[src/hdl/lpae_pkg.sv]
// Shared types, codes and index helper for the long-descriptor table walker.
`timescale 1ns / 1ps

package lpae_pkg;

   // Widths fixed by the transaction fields
   localparam int unsigned PA_WIDTH   = 40;
   localparam int unsigned VA_WIDTH   = 32;
   localparam int unsigned DESC_WIDTH = 64;
   localparam int unsigned IDX_WIDTH  = 9;

   // Operation codes
   localparam logic OP_START      = 1'b0;
   localparam logic OP_DESCRIPTOR = 1'b1;

   // Configuration register indexes
   localparam logic CSR_TABLE_BASE  = 1'b0;
   localparam logic CSR_START_LEVEL = 1'b1;

   // Result kinds
   localparam logic [1:0] KIND_READ  = 2'd0;
   localparam logic [1:0] KIND_MAP   = 2'd1;
   localparam logic [1:0] KIND_FAULT = 2'd2;

   // Mapping sizes
   localparam logic [1:0] SIZE_4K = 2'd0;
   localparam logic [1:0] SIZE_2M = 2'd1;
   localparam logic [1:0] SIZE_1G = 2'd2;

   // Walk state: idle, or the level whose descriptor is awaited
   localparam logic [1:0] LEVEL_IDLE = 2'd0;
   localparam logic [1:0] LEVEL_1    = 2'd1;
   localparam logic [1:0] LEVEL_2    = 2'd2;
   localparam logic [1:0] LEVEL_3    = 2'd3;

   // Descriptor type field, bits 1:0
   localparam logic [1:0] DESC_BLOCK = 2'd1;
   localparam logic [1:0] DESC_TABLE = 2'd3;

   // One result transaction plus its presence flag
   typedef struct packed {
      logic                valid;
      logic [1:0]          kind;
      logic [PA_WIDTH-1:0] address;
      logic [1:0]          size_code;
      logic [6:0]          upper_attrs;
      logic [9:0]          lower_attrs;
   } lpae_result_type;

   // Table index of the virtual address at a given level, zero-extended
   function automatic logic [IDX_WIDTH-1:0] level_index(input logic [1:0] level,
                                                       input logic [VA_WIDTH-1:0] va);
      logic [IDX_WIDTH-1:0] idx;
      unique case (level)
         LEVEL_1: idx = {7'd0, va[31:30]};
         LEVEL_2: idx = va[29:21];
         default: idx = va[20:12];
      endcase
      return idx;
   endfunction

   // Descriptor read address: base bits 39:5 with the index times eight
   function automatic logic [PA_WIDTH-1:0] read_address(input logic [PA_WIDTH-1:0] base,
                                                       input logic [IDX_WIDTH-1:0] idx);
      return {base[39:5], 5'd0} | {28'd0, idx, 3'd0};
   endfunction

endpackage

[src/hdl/lpae_walk_core.sv]
// Walk state and the one-level step logic of the table walker.
`timescale 1ns / 1ps

module lpae_walk_core import lpae_pkg::*; (
   input  logic                  clock,
   input  logic                  reset,
   input  logic                  step_en,
   input  logic                  operation,
   input  logic [VA_WIDTH-1:0]   vaddr,
   input  logic [DESC_WIDTH-1:0] descriptor,
   input  logic                  read_failed,
   input  logic [PA_WIDTH-1:0]   table_base,
   input  logic [1:0]            start_level,
   output lpae_result_type       result
);

   logic [1:0]          walk_level_ff, walk_level_in;
   logic [VA_WIDTH-1:0] saved_vaddr_ff, saved_vaddr_in;
   logic [1:0]          first_level;
   logic [1:0]          desc_type;
   logic [1:0]          next_level;

   assign first_level = (start_level == LEVEL_1) ? LEVEL_1 : LEVEL_2;
   assign desc_type   = descriptor[1:0];
   assign next_level  = walk_level_ff + 2'd1;

   // Decode one transaction against the current walk state
   always_comb begin
      walk_level_in  = walk_level_ff;
      saved_vaddr_in = saved_vaddr_ff;
      result         = '0;
      if (operation == OP_START) begin
         saved_vaddr_in = vaddr;
         walk_level_in  = first_level;
         result.valid   = 1'b1;
         result.kind    = KIND_READ;
         result.address = read_address(table_base, level_index(first_level, vaddr));
      end else if (walk_level_ff != LEVEL_IDLE) begin
         walk_level_in = LEVEL_IDLE;
         result.valid  = 1'b1;
         result.kind   = KIND_FAULT;
         priority if (read_failed) begin
            result.kind = KIND_FAULT;
         end else if (walk_level_ff == LEVEL_3) begin
            if (desc_type == DESC_TABLE) begin
               result.kind        = KIND_MAP;
               result.address     = {descriptor[39:12], saved_vaddr_ff[11:0]};
               result.size_code   = SIZE_4K;
               result.upper_attrs = descriptor[58:52];
               result.lower_attrs = descriptor[11:2];
            end
         end else if (desc_type == DESC_BLOCK) begin
            result.kind        = KIND_MAP;
            result.upper_attrs = descriptor[58:52];
            result.lower_attrs = descriptor[11:2];
            if (walk_level_ff == LEVEL_1) begin
               result.address   = {descriptor[39:30], saved_vaddr_ff[29:0]};
               result.size_code = SIZE_1G;
            end else begin
               result.address   = {descriptor[39:21], saved_vaddr_ff[20:0]};
               result.size_code = SIZE_2M;
            end
         end else if (desc_type == DESC_TABLE) begin
            walk_level_in  = next_level;
            result.kind    = KIND_READ;
            result.address = read_address({descriptor[39:12], 12'd0},
                                          level_index(next_level, saved_vaddr_ff));
         end else begin
            // invalid or reserved type at level 1 or 2
            result.kind = KIND_FAULT;
         end
      end
   end

   // Walk state advances once per processed transaction
   always_ff @(posedge clock) begin
      if (reset) begin
         walk_level_ff  <= LEVEL_IDLE;
         saved_vaddr_ff <= '0;
      end else if (step_en) begin
         walk_level_ff  <= walk_level_in;
         saved_vaddr_ff <= saved_vaddr_in;
      end
   end

endmodule

[src/hdl/lpae_page_table_walker.sv]
// Top level of the long-descriptor page table walker.
//
//   channel  direction  handshake          payload
//   req      in         req_valid/stall    operation, vaddr, descriptor, read_failed
//   rsp      out        rsp_valid/stall    kind, address, size_code, upper/lower_attrs
//   csr      in         csr_write          csr_index, csr_wdata
//
// One transaction per cycle sustained while rsp is not stalled; a taken request
// passes from the input register through the step logic into the result register,
// which offers the result (input register, step logic, result register).
// Reset clears the walk to idle, table_base to zero and start_level to one.
// A stall on rsp holds the result register and backs up into the input
// register; req_stall rises only when both are full.
`timescale 1ns / 1ps

module lpae_page_table_walker import lpae_pkg::*; (
   input  logic                  clock,
   input  logic                  reset,
   input  logic                  req_valid,
   output logic                  req_stall,
   input  logic                  req_operation,
   input  logic [VA_WIDTH-1:0]   req_vaddr,
   input  logic [DESC_WIDTH-1:0] req_descriptor,
   input  logic                  req_read_failed,
   output logic                  rsp_valid,
   input  logic                  rsp_stall,
   output logic [1:0]            rsp_kind,
   output logic [PA_WIDTH-1:0]   rsp_address,
   output logic [1:0]            rsp_size_code,
   output logic [6:0]            rsp_upper_attrs,
   output logic [9:0]            rsp_lower_attrs,
   input  logic                  csr_write,
   input  logic                  csr_index,
   input  logic [PA_WIDTH-1:0]   csr_wdata
);

   logic [PA_WIDTH-1:0]   table_base_ff;
   logic [1:0]            start_level_ff;
   logic                  in_valid_ff;
   logic                  in_operation_ff;
   logic [VA_WIDTH-1:0]   in_vaddr_ff;
   logic [DESC_WIDTH-1:0] in_descriptor_ff;
   logic                  in_read_failed_ff;
   logic                  rsp_valid_ff;
   lpae_result_type       rsp_data_ff;
   lpae_result_type       step_result;
   logic                  out_free;
   logic                  step_en;

   assign out_free  = !rsp_valid_ff || !rsp_stall;
   assign step_en   = in_valid_ff && out_free;
   assign req_stall = in_valid_ff && !out_free;

   // Configuration registers
   always_ff @(posedge clock) begin
      if (reset) begin
         table_base_ff  <= '0;
         start_level_ff <= LEVEL_1;
      end else if (csr_write) begin
         unique case (csr_index)
            CSR_TABLE_BASE:  table_base_ff  <= csr_wdata;
            CSR_START_LEVEL: start_level_ff <= csr_wdata[1:0];
            default:         table_base_ff  <= table_base_ff;
         endcase
      end
   end

   // Input register
   always_ff @(posedge clock) begin
      if (reset) begin
         in_valid_ff <= 1'b0;
      end else if (!req_stall) begin
         in_valid_ff <= req_valid;
      end
   end

   always_ff @(posedge clock) begin
      if (req_valid && !req_stall) begin
         in_operation_ff   <= req_operation;
         in_vaddr_ff       <= req_vaddr;
         in_descriptor_ff  <= req_descriptor;
         in_read_failed_ff <= req_read_failed;
      end
   end

   lpae_walk_core u_core (
      .clock       (clock),
      .reset       (reset),
      .step_en     (step_en),
      .operation   (in_operation_ff),
      .vaddr       (in_vaddr_ff),
      .descriptor  (in_descriptor_ff),
      .read_failed (in_read_failed_ff),
      .table_base  (table_base_ff),
      .start_level (start_level_ff),
      .result      (step_result)
   );

   // Result register; a descriptor arriving while idle leaves no transaction
   always_ff @(posedge clock) begin
      if (reset) begin
         rsp_valid_ff <= 1'b0;
      end else if (out_free) begin
         rsp_valid_ff <= step_en && step_result.valid;
      end
   end

   always_ff @(posedge clock) begin
      if (step_en) begin
         rsp_data_ff <= step_result;
      end
   end

   assign rsp_valid       = rsp_valid_ff;
   assign rsp_kind        = rsp_data_ff.kind;
   assign rsp_address     = rsp_data_ff.address;
   assign rsp_size_code   = rsp_data_ff.size_code;
   assign rsp_upper_attrs = rsp_data_ff.upper_attrs;
   assign rsp_lower_attrs = rsp_data_ff.lower_attrs;

endmodule

[config.mk]
export PLATFORM = sky130hd
export DESIGN_NAME = lpae_page_table_walker
export DESIGN_NICKNAME = d
export VERILOG_FILES = /design/src/hdl/lpae_pkg.sv /design/src/hdl/lpae_walk_core.sv /design/src/hdl/lpae_page_table_walker.sv
export SDC_FILE = /design/constraint.sdc
export NUM_CORES = 1
export LEC_CHECK = 0
export BUFFER_PORTS_ARGS = -buffer_cell sky130_fd_sc_hd__buf_2
export CORE_ASPECT_RATIO = 1.75
export CORE_UTILIZATION = 53
export CTS_BUF_LIST = sky130_fd_sc_hd__clkbuf_16
export DETAILED_ROUTE_END_ITERATION = 8
export GPL_ROUTABILITY_DRIVEN = 0
export PLACE_DENSITY = 0.81
export SLEW_MARGIN = 20
export SYNTH_ARGS = -nofsm -noshare
export SYNTH_HDL_FRONTEND = slang
export SYNTH_SLANG_ARGS = --single-unit
[constraint.sdc]
create_clock -name clock -period 6.9 [get_ports clock]
set_input_delay 1.38 -clock clock [delete_from_list [all_inputs] [get_ports clock]]
set_output_delay 1.38 -clock clock [all_outputs]
set_load 0.02 [all_outputs]
## Word-level counts from Yosys, hierarchy flattened

Cells that the tools add are included.

| operators by class | value |
|---|---|
| add/subtract/negate cells | 1 |
| multiply operators | 0 |
| divide/modulo/power cells | 0 |
| order comparisons | 0 |
| equal/unequal tests | 10 |
| shift-type cells | 0 |
| mux-type cells | 27 |
| bitwise operators | 5 |
| reductions and logical operators | 16 |

Operators by type and width:

| kind | number |
|---|---|
| two-way mux 61 bit | 2 |
| bitwise OR 40 x 12 -> 40 bit | 2 |
| two-way mux 9 bit | 7 |
| two-way mux 62 bit | 1 |
| two-way mux 59 bit | 1 |
| two-way mux 43 bit | 1 |
| two-way mux 42 bit | 1 |
| two-way mux 40 bit | 1 |
| one-hot mux 9 bit (2 select lines) | 2 |
| two-way mux 32 bit | 1 |
| two-way mux 19 bit | 1 |
| two-way mux 2 bit | 9 |
| equality test 2 x 1 -> 1 bit, second input constant | 5 |
| AND reduction 2 bit | 5 |
| equality test 2 bit, second input constant | 4 |
| logical AND 1 bit | 4 |
| logical NOT 1 bit | 4 |
| inverter 1 bit | 3 |
| OR reduction 3 bit | 1 |
| adder 2 x 1 -> 2 bit, second input constant | 1 |
| != test 2 x 1 -> 1 bit, second input constant | 1 |
| nonzero test 2 bit | 1 |
| logical OR 1 bit | 1 |

| word-level totals | value |
|---|---|
| bits in registers | 232 |
| latch bits | 0 |
| bits in writable memories | 0 |
| memory bits (read-only) | 0 |
| bits of input ports | 144 |
| output and inout port bits | 63 |
| logic and storage cells | 75 |
| memories kept | 0 |

## Longest topological paths before layout

| depth | value |
|---|---|
| depth after elaboration | 17 |
| depth in mapped cells | 7 |
| mapped depth without buffers | 5 |

## Modules after synthesis

From an unflattened synthesis, not the netlist that was laid out.

| second synthesis, totals | value |
|---|---|
| cells, all modules | 691 |
| area, all modules | 9086.2 um^2 |

Modules (own cells, without submodules):

| module | times used | cells an instance | area an instance (um^2) | sequential area each (um^2) |
|---|---|---|---|---|
| lpae_page_table_walker | 1 | 358 | 6739.0 | 5655.4 |
| lpae_walk_core | 1 | 333 | 2347.3 | 680.7 |

## Least setup slack after synthesis

Ideal clock, no wire load.

| timing path | value |
|---|---|
| path type | input-to-reg |
| from | in rsp_stall |
| to | reg in_descriptor_ff[0], enable pin |
| setup time | 0.529 ns |
| arrival time | 5.241 ns |
| data required time | 6.371 ns |
| setup slack | 1.130 ns |
| stages on the path | 2 |
| buffers on the path | 0 |
| cell sequence | and3_1 > nor2b_1 |

| between the ends | value |
|---|---|
| word-level cells in the longest chain between the ends | 6 |

Ends and longest elaborated chain:

| item | RTL line | source |
|---|---|---|
| start, declared | lpae_page_table_walker.sv:26 | `input logic rsp_stall,` |
| logical NOT 1 bit | lpae_page_table_walker.sv:50 | `assign out_free = !rsp_valid_ff \|\| !rsp_stall;` |
| logical OR 1 bit | lpae_page_table_walker.sv:50 |  |
| logical NOT 1 bit | lpae_page_table_walker.sv:52 | `assign req_stall = in_valid_ff && !out_free;` |
| logical AND 1 bit | lpae_page_table_walker.sv:52 |  |
| logical NOT 1 bit | lpae_page_table_walker.sv:78 | `if (req_valid && !req_stall) begin` |
| logical AND 1 bit | lpae_page_table_walker.sv:78 |  |
| end signal, assigned | lpae_page_table_walker.sv:81 | `in_descriptor_ff <= req_descriptor;` |
| end, declared | lpae_page_table_walker.sv:42 | `logic [DESC_WIDTH-1:0] in_descriptor_ff;` |

No other way between the ends.
A chain may end at the register's enable or synchronous reset.

## Worst setup path in the final report

| timing path | value |
|---|---|
| from | in rsp_stall |
| to | out req_stall |

| between the ends | value |
|---|---|
| word-level cells in the longest chain between the ends | 4 |

Ends and longest elaborated chain:

| item | RTL line | source |
|---|---|---|
| logical NOT 1 bit | lpae_page_table_walker.sv:50 |  |
| logical OR 1 bit | lpae_page_table_walker.sv:50 |  |
| logical NOT 1 bit | lpae_page_table_walker.sv:52 |  |
| logical AND 1 bit | lpae_page_table_walker.sv:52 |  |
| end, declared | lpae_page_table_walker.sv:20 | `output logic req_stall,` |

No other way between the ends.

==> impl_metrics.py <==
metrics = {
    "status": {
        "status": "finished, final reports clean",
    },
    "cts": {
        "cts_buffers": 19,
        "cts-htree-levels": 1,
        "cts_sinks": 215,
        "clock_path_buffers": 3,
        "cts_resized": 0,
        "clk_pin_slew_ns": 0.06,
        "cts_root_buf": "clkbuf_16",
        "hold_buffers": 0,
        "clk_latency_ns": 0.49,
        "postCtsSetupRepairBufs": 0,
        "cts_tree": "done",
    },
    "final_layout": {
        "area_growth_syn_to_layout_pct": 19.5,
        "fin_nets": 982,
        "fin_area_mm2": 0.00989,
        "drive_gt1_frac": 0.269,
        "multi_input_area_mm2": 0.00232,
        "ff_latch_area_mm2": 0.00573,
        "final_common_cell": "buf_2",
        "final_cell_mix": "buf_2, edfxtp_1, a21oi_1, nand2_1, dfxtp_1",
        "final.fill_count": 1212,
    },
    "yosys": {
        "yosys.cell_types.count": 39,
        "ys_seq_elements": 215,
        "netlist_instances": 674,
        "yosysSeqAreaShare": 0.691,
        "netlist_area_mm2": 0.00828,
        "yosys_warnings": 0,
        "avgSynthCellArea_um2": 12.3,
        "synth_ff_type": "edfxtp_1",
        "syn-num-nets": 823,
        "synth-edff-count": 142,
        "synth-async-reset-ratio": 0,
    },
    "floorplanning": {
        "io_pins": 207,
        "dieHeight_um": 167,
        "coreArea_mm2": 0.0153,
        "die_w_um": 96.5,
        "row_count": 60,
        "dieArea_mm2": 0.0161,
        "initial_core_util": 0.541,
    },
    "detailed_routing": {
        "routedWlPerCell_um": 18.9,
        "avgViaCountPerCell": 5.73,
        "drt-initial-drc-count": 481,
        "drc": 0,
        "antenna_left": 0,
        "routed_wl_um": 19500,
        "drtPass1Iterations": 6,
        "route.vias.total": 5912,
    },
    "power": {
        "power.leakage_nw": 3.76,
        "pwr_density_cell_mw_per_mm2": 275,
        "ir_drop_mv": 0.219,
    },
    "placement": {
        "dp_hpwl_um": 12500,
        "numPortBuffers": 186,
        "placed_area_mm2": 0.00926,
    },
    "timing": {
        "hold_violations": 0,
        "clock_skew_ns": 0.0122,
        "setup_viol": 0,
        "fin_crit_sh": 0.477,
        "rsz0062_at_grt": "false",
        "period_minus_slack_ns": 3.29,
        "slew-limit-headroom": 0.325,
        "worst_slew_pin_slew_ns": 1.01,
        "slew_viol_final": 0,
        "setup-tns-final_ns": 0,
        "max_freq_ghz": 0.304,
    },
    "grt": {
        "antenna_found_initial": 2,
        "grt_use_total": 0.242,
        "grt_pass1_wl_um": 29400,
        "overflow": 0,
        "grt_start_max_net_pins": 74,
        "grt_pass1_vias": 5533,
    },
    "job": {
        "cap_violations": 0,
    },
    "critical_path": {
        "arrival_ns": 1.91,
        "r2r_end": "u_core.saved_vaddr_ff[21]$_SDFFE_PP0P_",
        "critPathKind": "primary input to primary output",
        "reg2reg_from": "rsp_valid$_SDFFE_PP0N_",
        "cp-end-kind": "primary output",
        "crit_path_start": "rsp_stall",
        "cp_max_fo": 3,
        "rrSetupSlack_ns": 4.22,
        "crit_required_ns": 5.52,
        "r2r_cells": 5,
        "startpoint_type": "primary input",
    },
    "hold_path": {
        "holdPathStages": 2,
        "min-delay-start": "start_level_ff[1]$_SDFFE_PP0P_",
        "hold_class": "register to register",
        "hold_end": "start_level_ff[1]$_SDFFE_PP0P_",
    },
}
==> kinds of logic (layout without fill, tap and decap cells) <==
group,count (synthesis),after routing,synth area share
flops,215,215,0.691
simple gates,210,210,0.132
compound gates,182,182,0.133
buf+inv,59,229,0.0322
fa+ha+maj,5,5,0.00756
mux,2,2,0.00242
xor+xnor,1,1,0.00106
other cells,0,2,0
==> report_power, final <==
part           internal (mW)  switching [mW]  leakage, nW  total [mW]
logic                 0.0717           0.134         1.47       0.206
clock network          0.612           0.444        0.305        1.06
registers               1.44          0.0240         1.98        1.46
total                   2.12           0.602         3.76        2.72
==> area by class of cell <==
class                           count  area share
Antenna cell                        2    0.000506
Tap cell                          186      0.0235
Timing Repair Buffer              193      0.0994
Clock buffer                       19      0.0481
Clock inverter                     13      0.0137
Multi-Input combinational cell    400       0.234
Inverter                            4     0.00177
Sequential cell                   215       0.579
==> registers in the layout, indices dropped and copies added (netlist names) <==
name / cells
in_descriptor_ff: 47
rsp_address: 40
table_base_ff: 35
in_vaddr_ff: 32
u_core.saved_vaddr_ff: 32
rsp_lower_attrs: 10
rsp_upper_attrs: 7
rsp_kind: 2
rsp_size_code: 2
start_level_ff: 2
u_core.walk_level_ff: 2
in_operation_ff: 1
in_read_failed_ff: 1
in_valid_ff: 1
rsp_valid: 1
==> metrics by stage <==
stage                     cells  hold WS, ns  total power [mW]   util  setup slack, ns
after floorplan             674        0.431              1.61      -             1.13
final                      1032        0.452              2.72  0.646             3.61
after global routing       1032        0.472              2.81  0.646             3.37
after detailed placement    998        0.441              1.69  0.605             3.09
after CTS                  1030        0.451              2.74  0.645             3.60
after global placement      998        0.439              1.69  0.605             3.15
==> synthesized netlist by cell type, types with 5 or more instances <==
cell	n	area share
nand3_1	42	0.025
nand2_1	74	0.034
o2bb2ai_1	9	0.0095
and3_1	22	0.017
a21oi_1	87	0.053
a22o_1	12	0.013
nand2b_1	13	0.0098
dfxtp_1	73	0.18
and2_1	8	0.0060
ha_1	5	0.0076
edfxtp_1	142	0.51
nor2_1	12	0.0054
o21ai_0	41	0.025
o211ai_1	18	0.016
nor3b_1	27	0.024
clkbuf_1	26	0.012
nor2b_1	5	0.0038
a32o_1	9	0.011
buf_2	20	0.012
buf_1	5	0.0023
==> critical path, stage by stage <==
cell and delay [ns]:
buf_2 0.10, and3_1 0.24, buf_2 0.19
==> routing by layer <==
| metal | up-vias | wire [µm] | track usage |
|---|---|---|---|
| met4 | 0 | 787 | 0.108 |
| met1 | 2807 | 7010 | 0.291 |
| li1 | 2806 | - | - |
| met5 | - | 0 | 0 |
| met2 | 248 | 10400 | 0.421 |
| met3 | 51 | 1250 | 0.0341 |
==> how the worst max path moves through the flow <==
stage	to	cells past startpoint
global placement	u_core.walk_level_ff[1]$_SDFFE_PP0P_	6
CTS	u_core.walk_level_ff[1]$_SDFFE_PP0P_	6
global route	u_core.saved_vaddr_ff[21]$_SDFFE_PP0P_	6
finish	req_stall	3
detailed placement	u_core.walk_level_ff[0]$_SDFFE_PP0P_	6
floorplan	in_descriptor_ff[0]$_DFFE_PP_	2
Note: power is estimated with default switching activity, not from simulation.
